## src/hdl/runs_declustering_core_macros.svh

```systemverilog
// Assertion macros shared by the runs declustering RTL.
`ifndef RUNS_DECLUSTERING_CORE_MACROS_SVH
`define RUNS_DECLUSTERING_CORE_MACROS_SVH

// Same-cycle implication, checked outside reset.
`define RDC_ASSERT_NOW(label, ante, cons) \
   label: assert property (@(posedge clock) disable iff (reset) (ante) |-> (cons)) \
      else $error("runs declustering check failed");

// Next-cycle implication, checked outside reset.
`define RDC_ASSERT_NEXT(label, ante, cons) \
   label: assert property (@(posedge clock) disable iff (reset) (ante) |=> (cons)) \
      else $error("runs declustering check failed");

`endif

```

## src/hdl/rdc_pkg.sv

```systemverilog
// Shared types and constants of the runs declustering core.
`default_nettype none

package rdc_pkg;

   localparam int LOOKAHEAD_MAX_DEFAULT        = 31;
   localparam int CLUSTER_NUMBER_WIDTH_DEFAULT = 23;

   localparam int RUN_LENGTH_WIDTH = 5;
   localparam int CSR_INDEX_WIDTH  = 4;
   localparam int CSR_DATA_WIDTH   = RUN_LENGTH_WIDTH;

   localparam logic [RUN_LENGTH_WIDTH-1:0] RUN_LENGTH_RESET     = 5'd3;
   localparam logic [RUN_LENGTH_WIDTH-1:0] LOW_RUN_LENGTH_RESET = 5'd3;

   // Register indexes of the configuration port
   localparam logic [CSR_INDEX_WIDTH-1:0] CSR_RUN_LENGTH     = 4'd0;
   localparam logic [CSR_INDEX_WIDTH-1:0] CSR_LOW_RUN_LENGTH = 4'd1;

   typedef enum logic [0:0] {
      ST_RUN,
      ST_DRAIN
   } state_type;

   // Commands from the cluster logic to the lookahead queue
   typedef struct packed {
      logic push;
      logic shift;
      logic clear;
      logic above_high;
      logic above_low;
   } queue_ctrl_type;

   // Queue status seen by the cluster logic
   typedef struct packed {
      logic head_high;
      logic high_none;
      logic low_none;
      logic last_slot;
      logic empty;
   } queue_status_type;

endpackage

`default_nettype wire

```

## src/hdl/rdc_queue.sv

```systemverilog
// Lookahead queue of indicator bits with sliding window counts.
`default_nettype none

module rdc_queue #(
   parameter int LOOKAHEAD_MAX = rdc_pkg::LOOKAHEAD_MAX_DEFAULT
) (
   input  wire logic                                 clock,
   input  wire logic                                 reset,
   input  wire rdc_pkg::queue_ctrl_type              ctrl,
   input  wire logic [rdc_pkg::RUN_LENGTH_WIDTH-1:0] run_length,
   input  wire logic [rdc_pkg::RUN_LENGTH_WIDTH-1:0] low_run_length,
   output rdc_pkg::queue_status_type                 status
);
   import rdc_pkg::*;

   localparam int DEPTH = LOOKAHEAD_MAX + 1;
   localparam int IW    = $clog2(DEPTH);
   localparam int FW    = $clog2(DEPTH + 1);
   localparam int CW    = $clog2(LOOKAHEAD_MAX + 1);

   logic [DEPTH-1:0] high_ff, high_in, high_w;
   logic [DEPTH-1:0] low_ff, low_in, low_w;
   logic [FW-1:0]    fill_ff, fill_in;
   logic [CW-1:0]    high_cnt_ff, high_cnt_in;
   logic [CW-1:0]    low_cnt_ff, low_cnt_in;
   logic [IW-1:0]    high_len, low_len;
   logic             add_high, add_low;

   // Clip window lengths to the lookahead depth
   always_comb begin
      high_len = (32'(run_length) > 32'(LOOKAHEAD_MAX)) ? IW'(LOOKAHEAD_MAX)
                                                         : IW'(run_length);
      low_len  = (32'(low_run_length) > 32'(LOOKAHEAD_MAX)) ? IW'(LOOKAHEAD_MAX)
                                                             : IW'(low_run_length);
   end

   // Write the new position at the fill point, then slide the windows
   always_comb begin
      high_w = high_ff;
      low_w  = low_ff;
      if (ctrl.push) begin
         high_w[fill_ff[IW-1:0]] = ctrl.above_high;
         low_w[fill_ff[IW-1:0]]  = ctrl.above_low;
      end
      add_high = ctrl.push && (fill_ff < FW'(high_len)) && ctrl.above_high;
      add_low  = ctrl.push && (fill_ff < FW'(low_len)) && ctrl.above_low;

      high_cnt_in = high_cnt_ff + CW'(add_high)
                    + CW'(ctrl.shift & high_w[high_len]) - CW'(ctrl.shift & high_w[0]);
      low_cnt_in  = low_cnt_ff + CW'(add_low)
                    + CW'(ctrl.shift & low_w[low_len]) - CW'(ctrl.shift & low_w[0]);

      high_in = ctrl.shift ? (high_w >> 1) : high_w;
      low_in  = ctrl.shift ? (low_w >> 1) : low_w;

      fill_in = fill_ff;
      if (ctrl.push && !ctrl.shift) begin
         fill_in = fill_ff + FW'(1);
      end else if (ctrl.shift && !ctrl.push) begin
         fill_in = fill_ff - FW'(1);
      end

      // Drop the whole series
      if (ctrl.clear) begin
         high_in     = '0;
         low_in      = '0;
         fill_in     = '0;
         high_cnt_in = '0;
         low_cnt_in  = '0;
      end
   end

   always_ff @(posedge clock) begin
      if (reset) begin
         high_ff     <= '0;
         low_ff      <= '0;
         fill_ff     <= '0;
         high_cnt_ff <= '0;
         low_cnt_ff  <= '0;
      end else begin
         high_ff     <= high_in;
         low_ff      <= low_in;
         fill_ff     <= fill_in;
         high_cnt_ff <= high_cnt_in;
         low_cnt_ff  <= low_cnt_in;
      end
   end

   // Report the head position and window results
   always_comb begin
      status.head_high = high_ff[0];
      status.high_none = (high_cnt_ff == '0);
      status.low_none  = (low_cnt_ff == '0);
      status.last_slot = (fill_ff == FW'(DEPTH - 1));
      status.empty     = (fill_ff == '0);
   end

endmodule

`default_nettype wire

```

## src/hdl/runs_declustering_core.sv

```systemverilog
// Runs declustering core: a position is decided by the request LOOKAHEAD_MAX later and held;
// it is loaded into the output register by the request LOOKAHEAD_MAX+1 later (or by the flush).
// Throughput: one request per cycle while the output register is free; a series end request
// is followed by a flush that decides each queued position and then finishes, one result
// per step except the first when the series never filled the queue, while no request is taken.
// Reset (synchronous, active high) empties the queue and cluster state; lengths go to 3.
`default_nettype none

module runs_declustering_core #(
   parameter int LOOKAHEAD_MAX        = rdc_pkg::LOOKAHEAD_MAX_DEFAULT,
   parameter int CLUSTER_NUMBER_WIDTH = rdc_pkg::CLUSTER_NUMBER_WIDTH_DEFAULT
) (
   input  wire logic                                clock,
   input  wire logic                                reset,
   input  wire logic                                req_valid,
   output logic                                     req_ready,
   input  wire logic                                req_above_high,
   input  wire logic                                req_above_low,
   input  wire logic                                req_series_end,
   output logic                                     rsp_valid,
   input  wire logic                                rsp_ready,
   output logic [CLUSTER_NUMBER_WIDTH-1:0]          rsp_cluster_number,
   output logic                                     rsp_cluster_start,
   output logic                                     rsp_cluster_end,
   output logic                                     rsp_final_result,
   input  wire logic                                csr_valid,
   output logic                                     csr_ready,
   input  wire logic [rdc_pkg::CSR_INDEX_WIDTH-1:0] csr_index,
   input  wire logic [rdc_pkg::CSR_DATA_WIDTH-1:0]  csr_data
);
   import rdc_pkg::*;

`include "runs_declustering_core_macros.svh"

   logic [RUN_LENGTH_WIDTH-1:0]     run_length_ff, low_run_length_ff;
   state_type                       state_ff, state_in;
   logic                            in_cluster_ff, in_cluster_in;
   logic [CLUSTER_NUMBER_WIDTH-1:0] counter_ff, counter_in;
   logic [CLUSTER_NUMBER_WIDTH-1:0] pend_number_ff;
   logic                            pend_start_ff, pend_valid_ff;
   logic                            rsp_valid_ff;
   logic [CLUSTER_NUMBER_WIDTH-1:0] rsp_number_ff;
   logic                            rsp_start_ff, rsp_end_ff, rsp_final_ff;

   queue_ctrl_type                  qctrl;
   queue_status_type                qstat;
   logic                            out_free, req_fire, decide, finish, emit;
   logic [CLUSTER_NUMBER_WIDTH-1:0] number;
   logic                            start, close_prev, emit_end;

   // Configuration registers
   assign csr_ready = 1'b1;

   always_ff @(posedge clock) begin
      if (reset) begin
         run_length_ff     <= RUN_LENGTH_RESET;
         low_run_length_ff <= LOW_RUN_LENGTH_RESET;
      end else if (csr_valid) begin
         unique case (csr_index)
            CSR_RUN_LENGTH:     run_length_ff     <= csr_data;
            CSR_LOW_RUN_LENGTH: low_run_length_ff <= csr_data;
            default: ;
         endcase
      end
   end

   // Lookahead queue
   rdc_queue #(
      .LOOKAHEAD_MAX(LOOKAHEAD_MAX)
   ) u_queue (
      .clock         (clock),
      .reset         (reset),
      .ctrl          (qctrl),
      .run_length    (run_length_ff),
      .low_run_length(low_run_length_ff),
      .status        (qstat)
   );

   // Sequence control: take requests, or flush the queue after a series end
   always_comb begin
      out_free  = !rsp_valid_ff || rsp_ready;
      req_ready = (state_ff == ST_RUN) && out_free;
      req_fire  = req_valid && req_ready;
      decide    = 1'b0;
      finish    = 1'b0;
      state_in  = state_ff;
      unique case (state_ff)
         ST_RUN: begin
            decide = req_fire && !req_series_end && qstat.last_slot;
            if (req_fire && req_series_end) begin
               state_in = ST_DRAIN;
            end
         end
         ST_DRAIN: begin
            decide = out_free && !qstat.empty;
            finish = out_free && qstat.empty;
            if (finish) begin
               state_in = ST_RUN;
            end
         end
         default: state_in = ST_RUN;
      endcase

      qctrl.push       = req_fire;
      qctrl.shift      = decide;
      qctrl.clear      = finish;
      qctrl.above_high = req_above_high;
      qctrl.above_low  = req_above_low;
   end

   // Decide the cluster membership of the head position
   always_comb begin
      in_cluster_in = in_cluster_ff;
      counter_in    = counter_ff;
      number        = '0;
      start         = 1'b0;
      close_prev    = 1'b0;
      if (qstat.head_high) begin
         if (!in_cluster_ff) begin
            in_cluster_in = 1'b1;
            start         = 1'b1;
            if (counter_ff != '1) begin
               counter_in = counter_ff + CLUSTER_NUMBER_WIDTH'(1);
            end
         end
         number = counter_in;
      end else if (in_cluster_ff) begin
         if (qstat.high_none || qstat.low_none) begin
            in_cluster_in = 1'b0;
            close_prev    = 1'b1;
         end else begin
            number = counter_ff;
         end
      end
      emit     = (decide && pend_valid_ff) || finish;
      emit_end = finish ? in_cluster_ff : close_prev;
   end

   // Cluster state and held result
   always_ff @(posedge clock) begin
      if (reset) begin
         state_ff      <= ST_RUN;
         in_cluster_ff <= 1'b0;
         counter_ff    <= '0;
         pend_valid_ff <= 1'b0;
      end else begin
         state_ff <= state_in;
         if (finish) begin
            in_cluster_ff <= 1'b0;
            counter_ff    <= '0;
            pend_valid_ff <= 1'b0;
         end else if (decide) begin
            in_cluster_ff <= in_cluster_in;
            counter_ff    <= counter_in;
            pend_valid_ff <= 1'b1;
         end
      end
   end

   always_ff @(posedge clock) begin
      if (decide) begin
         pend_number_ff <= number;
         pend_start_ff  <= start;
      end
   end

   // Output register: load on emit, release when taken
   always_ff @(posedge clock) begin
      if (reset) begin
         rsp_valid_ff <= 1'b0;
      end else if (emit) begin
         rsp_valid_ff <= 1'b1;
      end else if (rsp_ready) begin
         rsp_valid_ff <= 1'b0;
      end
   end

   always_ff @(posedge clock) begin
      if (emit) begin
         rsp_number_ff <= pend_number_ff;
         rsp_start_ff  <= pend_start_ff;
         rsp_end_ff    <= emit_end;
         rsp_final_ff  <= finish;
      end
   end

   assign rsp_valid          = rsp_valid_ff;
   assign rsp_cluster_number = rsp_number_ff;
   assign rsp_cluster_start  = rsp_start_ff;
   assign rsp_cluster_end    = rsp_end_ff;
   assign rsp_final_result   = rsp_final_ff;

   // Checks
   `RDC_ASSERT_NOW(a_emit_has_room, emit, out_free)
   `RDC_ASSERT_NOW(a_start_numbered, rsp_valid_ff && rsp_start_ff, rsp_number_ff != '0)
   `RDC_ASSERT_NEXT(a_end_blocks_input, req_fire && req_series_end, !req_ready)
   `RDC_ASSERT_NEXT(a_finish_final, finish, rsp_valid_ff && rsp_final_ff && !pend_valid_ff)

endmodule

`default_nettype wire
```

## config.mk

```make
export PLATFORM = sky130hd
export DESIGN_NAME = runs_declustering_core
export DESIGN_NICKNAME = d
export VERILOG_FILES = /design/src/hdl/rdc_pkg.sv /design/src/hdl/rdc_queue.sv /design/src/hdl/runs_declustering_core.sv
export VERILOG_INCLUDE_DIRS = /design/src /design/src/hdl
export SDC_FILE = /design/constraint.sdc
export NUM_CORES = 1
export LEC_CHECK = 0
export ABC_AREA = 1
export BUFFER_PORTS_ARGS = -buffer_cell sky130_fd_sc_hd__buf_2
export CORE_AREA = 2 2 199 123
export DETAILED_ROUTE_END_ITERATION = 10
export DIE_AREA = 0 0 201 125
export HOLD_SLACK_MARGIN = 0.05
export PLACE_DENSITY = 0.66
export SLEW_MARGIN = 20
export SYNTH_ARGS = -nofsm -noshare
export SYNTH_HDL_FRONTEND = slang
export SYNTH_SLANG_ARGS = --single-unit
```

## constraint.sdc

```tcl
create_clock -name clock -period 8.68 [get_ports clock]
set_clock_uncertainty 0.2 [all_clocks]
set_input_delay 0.434 -clock clock [delete_from_list [all_inputs] [get_ports clock]]
set_output_delay 0.434 -clock clock [all_outputs]
set_load 0.005 [all_outputs]
```

==> results of run 1 <==
[worst paths after layout]
| path | from | endpoint | depth (start not counted) |
|---|---|---|---|
| worst max register to register | state_ff | u_queue.high_cnt_ff[4] | 16 |
| worst max-delay path | state_ff | u_queue.high_cnt_ff[4] | 16 |
| worst min-delay path | req_series_end | state_ff | 3 |
| worst min register to register | pend_number_ff[21] | rsp_cluster_number[21] | 0 |
[per-stage QoR]
step | setup slack (ns) | area, sq um | hold WS [ns] | utilization [%]
2_1_floorplan | 4.775 | 9169 | 0.2003 | -
6_report | 3.712 | 10190 | 0.08702 | 43.35
3_3_place_gp | 3.672 | 9532 | 0.2028 | 40.55
4_1_cts | 3.737 | 10190 | 0.08365 | 43.35
3_5_place_dp | 3.525 | 9532 | 0.2045 | 40.55
5_1_grt | 3.265 | 10190 | 0.1042 | 43.35
[flip-flops by register name, summed over array words and instances, names as in the netlist]
signal,flops
u_queue.high_ff,32
u_queue.low_ff,32
counter_ff,23
pend_number_ff,23
rsp_cluster_number,23
u_queue.fill_ff,6
low_run_length_ff,5
run_length_ff,5
u_queue.high_cnt_ff,5
u_queue.low_cnt_ff,5
in_cluster_ff,1
pend_start_ff,1
pend_valid_ff,1
rsp_cluster_end,1
rsp_cluster_start,1
rsp_final_result,1
rsp_valid,1
state_ff,1
[area by class of cell]
class	count	area, sq um	area share [%]
multi-input cells	848	4362	42.80
well taps	322	402.9	3.954
flip-flops and latches	167	3844	37.72
inverters	178	673.1	6.606
repair buffers	50	270.3	2.652
clock buffers	20	436.7	4.285
clock inverters	12	201.4	1.977
[tightest hold or removal path, cell delays in order]
cell and delay [ns]:
buf_2 0.13, nand2_1 0.07, a21oi_1 0.05
[cell usage after synthesis (13+ instances only)]
cell / number / share of area, %
xor2_1: 22 / 2.1
nand3_1: 182 / 9.9
nor2_1: 60 / 2.5
edfxtp_1: 50 / 16
nand2_1: 308 / 13
o22ai_1: 66 / 4.5
ha_1: 24 / 3.3
o21ai_0: 63 / 3.4
buf_2: 21 / 1.1
a21oi_1: 49 / 2.7
inv_1: 162 / 6.6
o21ai_1: 13 / 0.71
clkbuf_1: 14 / 0.57
dfxtp_1: 117 / 26
[timing repair]
item | 4_1_cts | 5_1_grt
setup buffers | 0 | 0
hold endpoints to repair | 3 | 0
hold buffers | 2 | 0
gates resized for setup | 0 | 0
[routing by layer]
metal	global-route usage (%)	vias up	wire length, microns
met4	6.100	0	317
met3	5.318	29	2766
met5	0	-	0
li1	-	4165	-
met2	26.50	414	9693
met1	33.66	3936	12830
[cells by family (layout without fill, tap and decap cells)]
logic type	after synthesis	after routing	synth area share, %
flip-flops	167	167	41.92
adder cells (fa/ha/maj)	29	29	4.367
AO/OA/AOI/OAI	201	201	12.30
XOR/XNOR	25	25	2.388
buffers and inverters	230	260	10.58
other	1	1	0.04090
AND/OR/NAND/NOR	592	592	28.41
[power by group]
part / internal [W] / leakage (nW) / total, W / switching, W
combinational: 0.000252 / 2.42 / 0.000785 / 0.000533
clock: 0.000511 / 0.308 / 0.000836 / 0.000325
sequential: 0.000928 / 1.41 / 0.00102 / 0.0000899
total: 0.00169 / 4.14 / 0.00264 / 0.000949
==> results.md, run 1 <==
- Result of the run: complete, no violations
- Cell at the slowest stage of the critical path: inv_2
- Cell-by-cell listing of the critical path: inv_1, nand3_1, inv_2, nand2_1, nand2_4, inv_4, nor2_8, ha_1, fa_1, inv_1, fa_1, a21oi_1, o21ba_2, xor2_1, nand2_1, inv_1
- Clock root cell: clkbuf_16
- Least-Margin Pin Slew: 1.090 ns
- Post-synth EDFFs: 50
- Effective utilization at floorplan: 39.00%
- Main synth FF type: dfxtp_1
- Syn Nets: 1291
- Sum of net half-perimeters after detailed placement: 17.43 mm
- Largest net degree at the start of global routing: 65
- Number of failing setup endpoints in the final timing report: 0
- Nets: 1308
- Critical path buffer and inverter count: 5
- Netlist Area Pre-Place: 9169 sq um
- Drt first pass iters: 6
- Type of element launching the critical path: flop
- Category of the critical setup timing path: flop to flop
- Count of warnings emitted by yosys: 0
- Maximum single-stage delay on the critical path: 0.97 ns
- Number of clock buffers inserted by TritonCTS: 17
- Most common cell after layout, fill and taps aside: nand2_1
- Critical path required time: around 8.8 ns
- Number of global-route vias before repair: 7626
- Die Area: around 25000 sq um
- Filler cell count in the final layout: 2383
- Non-filler instance count after layout: between 1.5k and 2k
- Setup Total Neg Slack: 0 ns
- Worst hold path type: primary input to flop
- Most common cell on crit path: inv_1
- Relative slew slack: 26.85%
- Global-route total usage across every layer: 20.92%
- Port Buffer Count: 44
- Routed WL per cell: 16.04 microns
- Critical path fanouts, max: 51
- Slew Limit Fails: 0
- DRC marker count from the first detailed-route iteration: 989
- Fin crit period: 4.968 ns
- Number of storage elements in the synthesis netlist: roughly 170
- Routed wire length: 25.61 mm
- Sequential area share after synthesis: a little over two fifths
- Ys async rst share: 0%
- P_leak: a little over 4 nW
- Die boundary height: 125 microns
- Number of unique standard cell types used by synthesis: 44
- Count of clock tree sinks: 167
- Number of vias per cell: 5.350
- Site row count: between 40 and 50
- CTS tree: yes
- Insertion delay to the later sink of the worst-skew pair: 0.45 ns
- Number of antenna diodes: 0
- Power per cell area: roughly 260 nW/um^2
- Kind of cell adding the most delay to the critical path: simple AND/OR/NAND/NOR gates
- Clock-pin slew on the worst setup and hold paths: 0.07 ns
- Core region area: 23510 sq um
- Ratio of cells with drive above 1 in the final layout: 8.549%
- Clock buffer depth: 2
- MaxCap Viol Count: 0
- Pwr Total: approximately 0.0026 W
- H-tree level count: 4
- Number of remaining DRC errors: 0
- Placed instance count: 1563
- Max IR drop VDD: 0.0001774 V
- Post-route ant nets: 0
- Initial antenna violation count: 0
- Setup slack of the worst register-to-register path: 3.71 ns
- Synthesized instance count: 1245
- Fraction of the cycle the final worst path needs: 57.24%
- Global-route wire length before repair: about 42 mm
- Endpoint arrival time on the critical path: ~5 ns
- Fin. Hold Viols: 0
- Post-synthesis average cell area: 7.364 sq um
- RSZ-0062 raised after global routing: no
- Routability-driven placement congestion ratio: 0.9499
- Crit path capture type: flop
- Total number of vias: 8544
- Synth-to-Final Area Change: 11.14%
- # IOs: 46
- Grt ovf: 0
- Most frequent cells in the layout: nand2_1 (307), nand3_1 (182), inv_1 (160), dfxtp_1 (117), o22ai_1 (66)
- Max Clock Freq: 0.2013 GHz
- Die span in x: 201 microns
Note: power is estimated with default switching activity, not from simulation.
==> run 2, diff against run 1 <==
Settings changed: PLACE_DENSITY 0.66 to 0.68.
Clock period 8.68 ns to 4 ns, I/O delays scaled along.
==> run 2 against run 1 <==
Utilization increased by 0.92 points. Die area did not move. Via count grew 1.9%. Sequential power is 110% higher. Combinational power is 130% higher. Global-route usage grew 0.088 points. Register-to-register slack worse by 3.3 ns. Critical path type unchanged.
==> results.md, run 2 (synthesis gave the netlist of run 1 again) <==
- Result of the run: complete, no violations
- Endpoint arrival time on the critical path: 3.78 ns (-1.33 ns)
- Cell depth of the worst min-delay path: 4 (+1)
- Pwr Total: 0.005596 W (+110%)
- Ratio of cells with drive above 1 in the final layout: 10.11% (+1.6 points)
- Drt first pass iters: 6 (unchanged)
- RSZ-0062 raised after global routing: no
- Category of the critical setup timing path: flop to flop
- Power per cell area: 537.7 nW/um^2 (+110%)
- Sum of net half-perimeters after detailed placement: 18.74 mm (+7.5%)
- Number of remaining DRC errors: 0 (unchanged)
- Max Clock Freq: 0.2750 GHz (+37%)
- Die Area: 25130 sq um (unchanged)
- Number of failing setup endpoints in the final timing report: 0 (unchanged)
- PnR worst setup slack: 0.3630 ns (-3.349 ns)
- Routed WL per cell: 16.17 microns (+0.85%)
- # IOs: 46 (unchanged)
- Non-filler instance count after layout: 1628 (+1.9%)
- Number of antenna diodes: 0 (unchanged)
- Crit path capture type: flop
- Port Buffer Count: 44 (unchanged)
- Hold worst-path end: low_run_length_ff[4]
- Largest net degree at the start of global routing: 65 (unchanged)
- Endpoint of the worst-slack reg-to-reg timing path: u_queue.low_cnt_ff[4]
- Clk network pwr share: 28.8% (-2.9 points)
- Relative slew slack: 51.79% (+25 points)
- Die span in x: 201 microns (unchanged)
- Cell at the slowest stage of the critical path: fa_1
- Fin crit period: 3.637 ns (-1.331 ns)
- Worst hold path type: primary input to flop
- Nets: 1339 (+2.4%)
- Initial antenna violation count: 0 (unchanged)
- Registers with the highest flip-flop counts: u_queue.high_ff x32, u_queue.low_ff x32
- Grt ovf: 0 (unchanged)
- Setup Total Neg Slack: 0 ns (unchanged)
- Synth-to-Final Area Change: 13.50%
- Critical hold path startpoint: csr_index[3]
- Critical path required time: 4.14 ns (-4.68 ns)
- Origin of the critical flop-to-flop path: state_ff
- Critical path fanouts, max: 49 (-3.9%)
- Fin. Hold Viols: 0 (unchanged)
- Global-route wire length before repair: 41.57 mm (-0.23%)
- Least-Margin Pin Slew: 0.7232 ns (-0.3673 ns)
- Clock root cell: clkbuf_16
- Effective utilization at floorplan: 39.00% (unchanged)
- Placed instance count: 1582 (+1.2%)
- Setup slack of the worst register-to-register path: 0.36 ns (-3.35 ns)
- Slew Limit Fails: 0 (unchanged)
- Routed wire length: 26.33 mm (+2.8%)
- Routability-driven placement congestion ratio: 0.9083 (-4.4%)
- Post-route ant nets: 0 (unchanged)
- Type of element launching the critical path: flop
- H-tree level count: 4 (unchanged)
- Count of clock tree sinks: 167 (unchanged)
- MaxCap Viol Count: 0 (unchanged)
- Number of global-route vias before repair: 7670 (+0.58%)
- Register share of total power: 38.5% (about the same)
- Insertion delay to the later sink of the worst-skew pair: 0.44 ns (about the same)
- Number of clock buffers inserted by TritonCTS: 17 (unchanged)
- Site row count: 44 (unchanged)
- Most frequent cells in the layout: nand2_1 (307), nand3_1 (182), inv_1 (161), dfxtp_1 (117), o22ai_1 (66)
- Global-route total usage across every layer: 21.01% (+0.088 points)
- Fraction of the cycle the final worst path needs: 90.93% (+34 points)
- Clock buffer depth: 2 (unchanged)
- Number of vias per cell: 5.346 (about the same)
- Die boundary height: 125 microns (unchanged)
- Total number of vias: 8703 (+1.9%)
- Worst slack on hold paths: 0.09387 ns (+0.006843 ns)
- Portion of total power attributed to combinational logic: 32.6% (+2.8 points)
- Most common cell after layout, fill and taps aside: nand2_1
- Maximum single-stage delay on the critical path: 0.38 ns (-0.59 ns)
- Cell-by-cell listing of the critical path: inv_1, nand3_1, inv_2, buf_12, nand2_1, o21ai_1, nand2_1, nand3_1, nand3_1, nand3_1, nand2_1, nand2_1, nand3_1, fa_1, inv_1, fa_1, a21oi_1, o21ba_2, xor2_1, nand2_1, inv_1
- Pre-CTS setup slack: 0.3536 ns (-3.171 ns)
- Switching Fraction: 37.75% (+1.8 points)
- Clock-pin slew on the worst setup and hold paths: 0.07 ns (about the same)
- Core region area: 23510 sq um (unchanged)
- P_leak: 4.254 nW (+2.8%)
- Power dissipated by switching net loads: 0.002112 W (+120%)
- Cell-internal power: 0.003484 W (+110%)
- Worst R2R Path Depth: 21 (+5)
- Max IR drop VDD: 0.0003698 V (+110%)
- DRC marker count from the first detailed-route iteration: 1077 (+8.9%)
- CTS tree: yes
## run 2: worst max-delay path by stage
stage                       start                      to  slack (ns)
2_1_floorplan  u_queue.fill_ff[2]         rsp_cluster_end        0.09
3_3_place_gp   u_queue.fill_ff[0]  u_queue.high_cnt_ff[4]        0.48
5_1_grt        u_queue.fill_ff[1]  u_queue.high_cnt_ff[4]        0.05
4_1_cts        u_queue.fill_ff[0]   u_queue.low_cnt_ff[4]        0.34
6_report                 state_ff   u_queue.low_cnt_ff[4]        0.36
3_5_place_dp   u_queue.fill_ff[0]   u_queue.low_cnt_ff[4]        0.35
## run 2: per-layer routing
layer  global-route usage, %  wire length (microns)  up-vias
met3                   5.813                   3417       23
met5                       0                      0        -
met2                   26.95                   9961      517
met4                   5.098                    270        0
met1                   33.61                  12680     3930
li1                        -                      -     4233
## run 2: final cells by class
type | count | area, sq um
clock buffer | 19 | 432.9
clock inverter | 13 | 142.6
fill | 2341 | 13100
inverter | 178 | 676.9
multi-input combinational | 848 | 4362
sequential | 167 | 3844
tap | 322 | 402.9
timing repair buffer | 81 | 545.5
## run 2: power groups by stage
stage | logic (W) | clock network (W) | registers, W
floorplan | 0.00134 | 0 | 0.00215
global placement | 0.00174 | 0 | 0.00219
detailed placement | 0.00177 | 0 | 0.00219
CTS | 0.00179 | 0.00164 | 0.00216
global route | 0.00202 | 0.00172 | 0.00219
finish | 0.00182 | 0.00161 | 0.00216
## run 2: worst max-delay path: cells and delay by family, from the launching register on
kind	cells	cell delay, ns
adders and majority gates	2	0.59
DFF	1	0.33
xor gates and xnor gates	1	0.13
buffers and inverters	5	0.67
and+or+nand+nor	10	1.00
AOI/OAI and AO/OA	3	0.58
## run 2: repair_timing
action / 4_1_cts / 5_1_grt
endpoints found under the hold margin: 11 / 0
gates resized for setup: 0 / 1
buffers inserted: 0 / 0
hold buffers: 14 / 0
setup endpoints to repair: 0 / 1
## run 2: through the flow
| stage | util (%) | instance area [sq um] |
|---|---|---|
| after global routing | 44.27 | 10410 |
| final | 44.27 | 10410 |
| after detailed placement | 41.21 | 9687 |
| after global placement | 41.21 | 9687 |
| after floorplan | - | 9169 |
| after CTS | 44.25 | 10400 |
==> run 3, diff against run 2 <==
Settings changed: CORE_AREA 2 2 199 123 to 2 2 169 105, DIE_AREA 0 0 201 125 to 0 0 171 107, PLACE_DENSITY 0.68 to 0.86.
==> run 3 against run 2 <==
Clock power rose by 5%. First-iteration DRC count rose by 14%. Sequential share of layout area rose by 0.31 points. Power grew 1.9%. Register-to-register slack worse by 0.07 ns. Via count grew 3.7%. Sequential cell count did not move. Largest power group unchanged. Wire length decreased by 0.66%.
==> results.md, run 3 (synthesis gave the netlist of run 1 again) <==
- Setup Total Neg Slack: 0 ns (unchanged)
- Die boundary height: 107 microns (-14%)
- Postcts setup bufs: 0 (unchanged)
- Number of clock buffers inserted by TritonCTS: 17 (unchanged)
- Fin. Hold Viols: 0 (unchanged)
- Type of element launching the critical path: flop
- Nets: 1339 (unchanged)
- Setup slack of the worst register-to-register path: 0.29 ns (-0.07 ns)
- Routed wire length: 26.16 mm (-0.66%)
- MaxCap Viol Count: 0 (unchanged)
- Slew Limit Fails: 0 (unchanged)
- Initial antenna violation count: 0 (unchanged)
- Sum of net half-perimeters after detailed placement: 18.39 mm (-1.8%)
- Core region area: 16760 sq um (-29%)
- Most common cell on crit path: nand2_1
- RSZ-0062 raised after global routing: no
- Crit path launch: u_queue.fill_ff[0]
- Site row count: 37 (-16%)
- Count of clock tree sinks: 167 (unchanged)
- Crit path capture type: flop
- Grt ovf: 0 (unchanged)
- Category of the critical setup timing path: flop to flop
- CTS tree: yes
- PnR worst setup slack: 0.2881 ns (-0.07491 ns)
- Number of global-route vias before repair: 7811 (+1.8%)
- Global-route total usage across every layer: 29.21% (+8.2 points)
- Endpoint of the worst-slack reg-to-reg timing path: u_queue.low_cnt_ff[4]
- Number of vias per cell: 5.859 (+9.6%)
- # IOs: 46 (unchanged)
- Timing endpoint of the critical path: u_queue.low_cnt_ff[4]
- Clock root cell: clkbuf_16
- Endpoint arrival time on the critical path: 3.85 ns (+0.07 ns)
- Drt first pass iters: 6 (unchanged)
- Effective utilization at floorplan: 54.71% (+16 points)
- Total number of vias: 9023 (+3.7%)
- Die Area: 18300 sq um (-27%)
- Fraction of the cycle the final worst path needs: 92.80% (+1.9 points)
- Global-route wire length before repair: 41.44 mm (-0.32%)
- Clock buffer depth: 2 (unchanged)
- Post-route ant nets: 0 (unchanged)
- Relative slew slack: 47.67% (-4.1 points)
- Fin crit period: 3.712 ns (+0.07491 ns)
- Cell depth of the worst min-delay path: 4 (unchanged)
- Largest net degree at the start of global routing: 65 (unchanged)
- Most frequent cells in the layout: nand2_1 (307), nand3_1 (182), inv_1 (162), dfxtp_1 (117), o22ai_1 (66)
- Origin of the critical flop-to-flop path: u_queue.fill_ff[0]
- Registers with the highest flip-flop counts: u_queue.high_ff x32, u_queue.low_ff x32
- P_leak: 4.269 nW (+0.37%)
- Port Buffer Count: 44 (unchanged)
- Worst hold path type: primary input to flop
- Number of failing setup endpoints in the final timing report: 0 (unchanged)
- Cell-by-cell listing of the critical path: nand2_1, inv_1, nand2_1, nor2_1, inv_1, nand2_1, nand3_1, nand3_1, nand3_1, nand3_1, nand2_1, nand2_1, nand3_1, fa_1, inv_1, fa_1, a21oi_1, o21ba_2, xor2_1, nand2_1, inv_1
- DRC marker count from the first detailed-route iteration: 1224 (+14%)
- Critical path required time: 4.14 ns (about the same)
- Ratio of cells with drive above 1 in the final layout: 10.26% (+0.15 points)
- Max IR drop VDD: 0.0003753 V (+1.5%)
- Most common cell after layout, fill and taps aside: nand2_1
- Worst R2R Path Depth: 21 (unchanged)
- Max Clock Freq: 0.2694 GHz (-2.0%)
- Cell at the slowest stage of the critical path: dfxtp_1
- Power per cell area: 552.4 nW/um^2 (+2.7%)
- H-tree level count: 4 (unchanged)
- Pre-CTS setup slack: 0.4262 ns (+0.07261 ns)
- Number of remaining DRC errors: 0 (unchanged)
- Result of the run: complete, no violations
- Routed WL per cell: 16.98 microns (+5.0%)
- Critical path fanouts, max: 11 (-78%)
- Clock-pin slew on the worst setup and hold paths: 0.07 ns (about the same)
- Insertion delay to the later sink of the worst-skew pair: 0.44 ns (about the same)
- Routability-driven placement congestion ratio: 1.012 (+11%)
- Number of antenna diodes: 0 (unchanged)
- Maximum single-stage delay on the critical path: 0.54 ns (+0.16 ns)
- Least-Margin Pin Slew: 0.7821 ns (+0.05896 ns)
- Die span in x: 171 microns (-15%)
- Synth-to-Final Area Change: 12.54%
## run 3: layout make-up
| cell class | count | area, sq um |
|---|---|---|
| clock inverter | 15 | 178.9 |
| clock buffer | 17 | 425.4 |
| sequential | 167 | 3844 |
| inverter | 178 | 673.1 |
| fill | 1426 | 6440 |
| multi-input combinational | 848 | 4362 |
| timing repair buffer | 81 | 543.0 |
| tap | 234 | 292.8 |
## run 3: timing repair
item / in CTS / in global routing
hold endpoints to repair: 11 / 0
gates resized for setup: 0 / 0
hold buffers: 13 / 0
## run 3: power breakdown
part	internal, W	switching [W]
clock network	0.000897	0.000791
registers	0.00201	0.000153
logic	0.000594	0.00125
## run 3: metal layers
layer | up-vias | GRT usage (%) | routed length (microns)
li1 | 4230 | - | -
met5 | - | 0 | 0
met4 | 0 | 6.719 | 444
met1 | 4108 | 45.92 | 11710
met3 | 53 | 8.859 | 3902
met2 | 632 | 38.22 | 10090
## run 3: worst min path at each step
stage / slack, ns / startpoint / endpoint
2_1_floorplan: 0.07 / reset / state_ff
3_5_place_dp: 0.20 / pend_number_ff[13] / rsp_cluster_number[13]
5_1_grt: 0.11 / csr_valid / low_run_length_ff[4]
4_1_cts: 0.06 / csr_index[3] / low_run_length_ff[4]
3_3_place_gp: 0.20 / pend_number_ff[7] / rsp_cluster_number[7]
6_report: 0.08 / csr_index[3] / low_run_length_ff[4]
## run 3: stage by stage
stage | power, W | hold slack, ns | instance area [sq um] | instances | util, %
3_3_place_gp | 0.003899 | 0.2015 | 9584 | 1495 | 57.19
2_1_floorplan | 0.003487 | 0.06907 | 9169 | 1245 | -
5_1_grt | 0.005986 | 0.1140 | 10320 | 1540 | 61.57
6_report | 0.005700 | 0.07797 | 10320 | 1540 | 61.57
4_1_cts | 0.005648 | 0.06272 | 10320 | 1540 | 61.57
3_5_place_dp | 0.003957 | 0.2045 | 9584 | 1495 | 57.19
## run 3: critical path, delay by kind of cell (launching register included)
family	cells	cell delay, ns
XOR/XNOR	1	0.14
AND/OR/NAND/NOR	12	1.25
buffers and inverters	4	0.58
AO/OA/AOI/OAI	2	0.29
flip-flops	1	0.54
adder cells (fa/ha/maj)	2	0.59
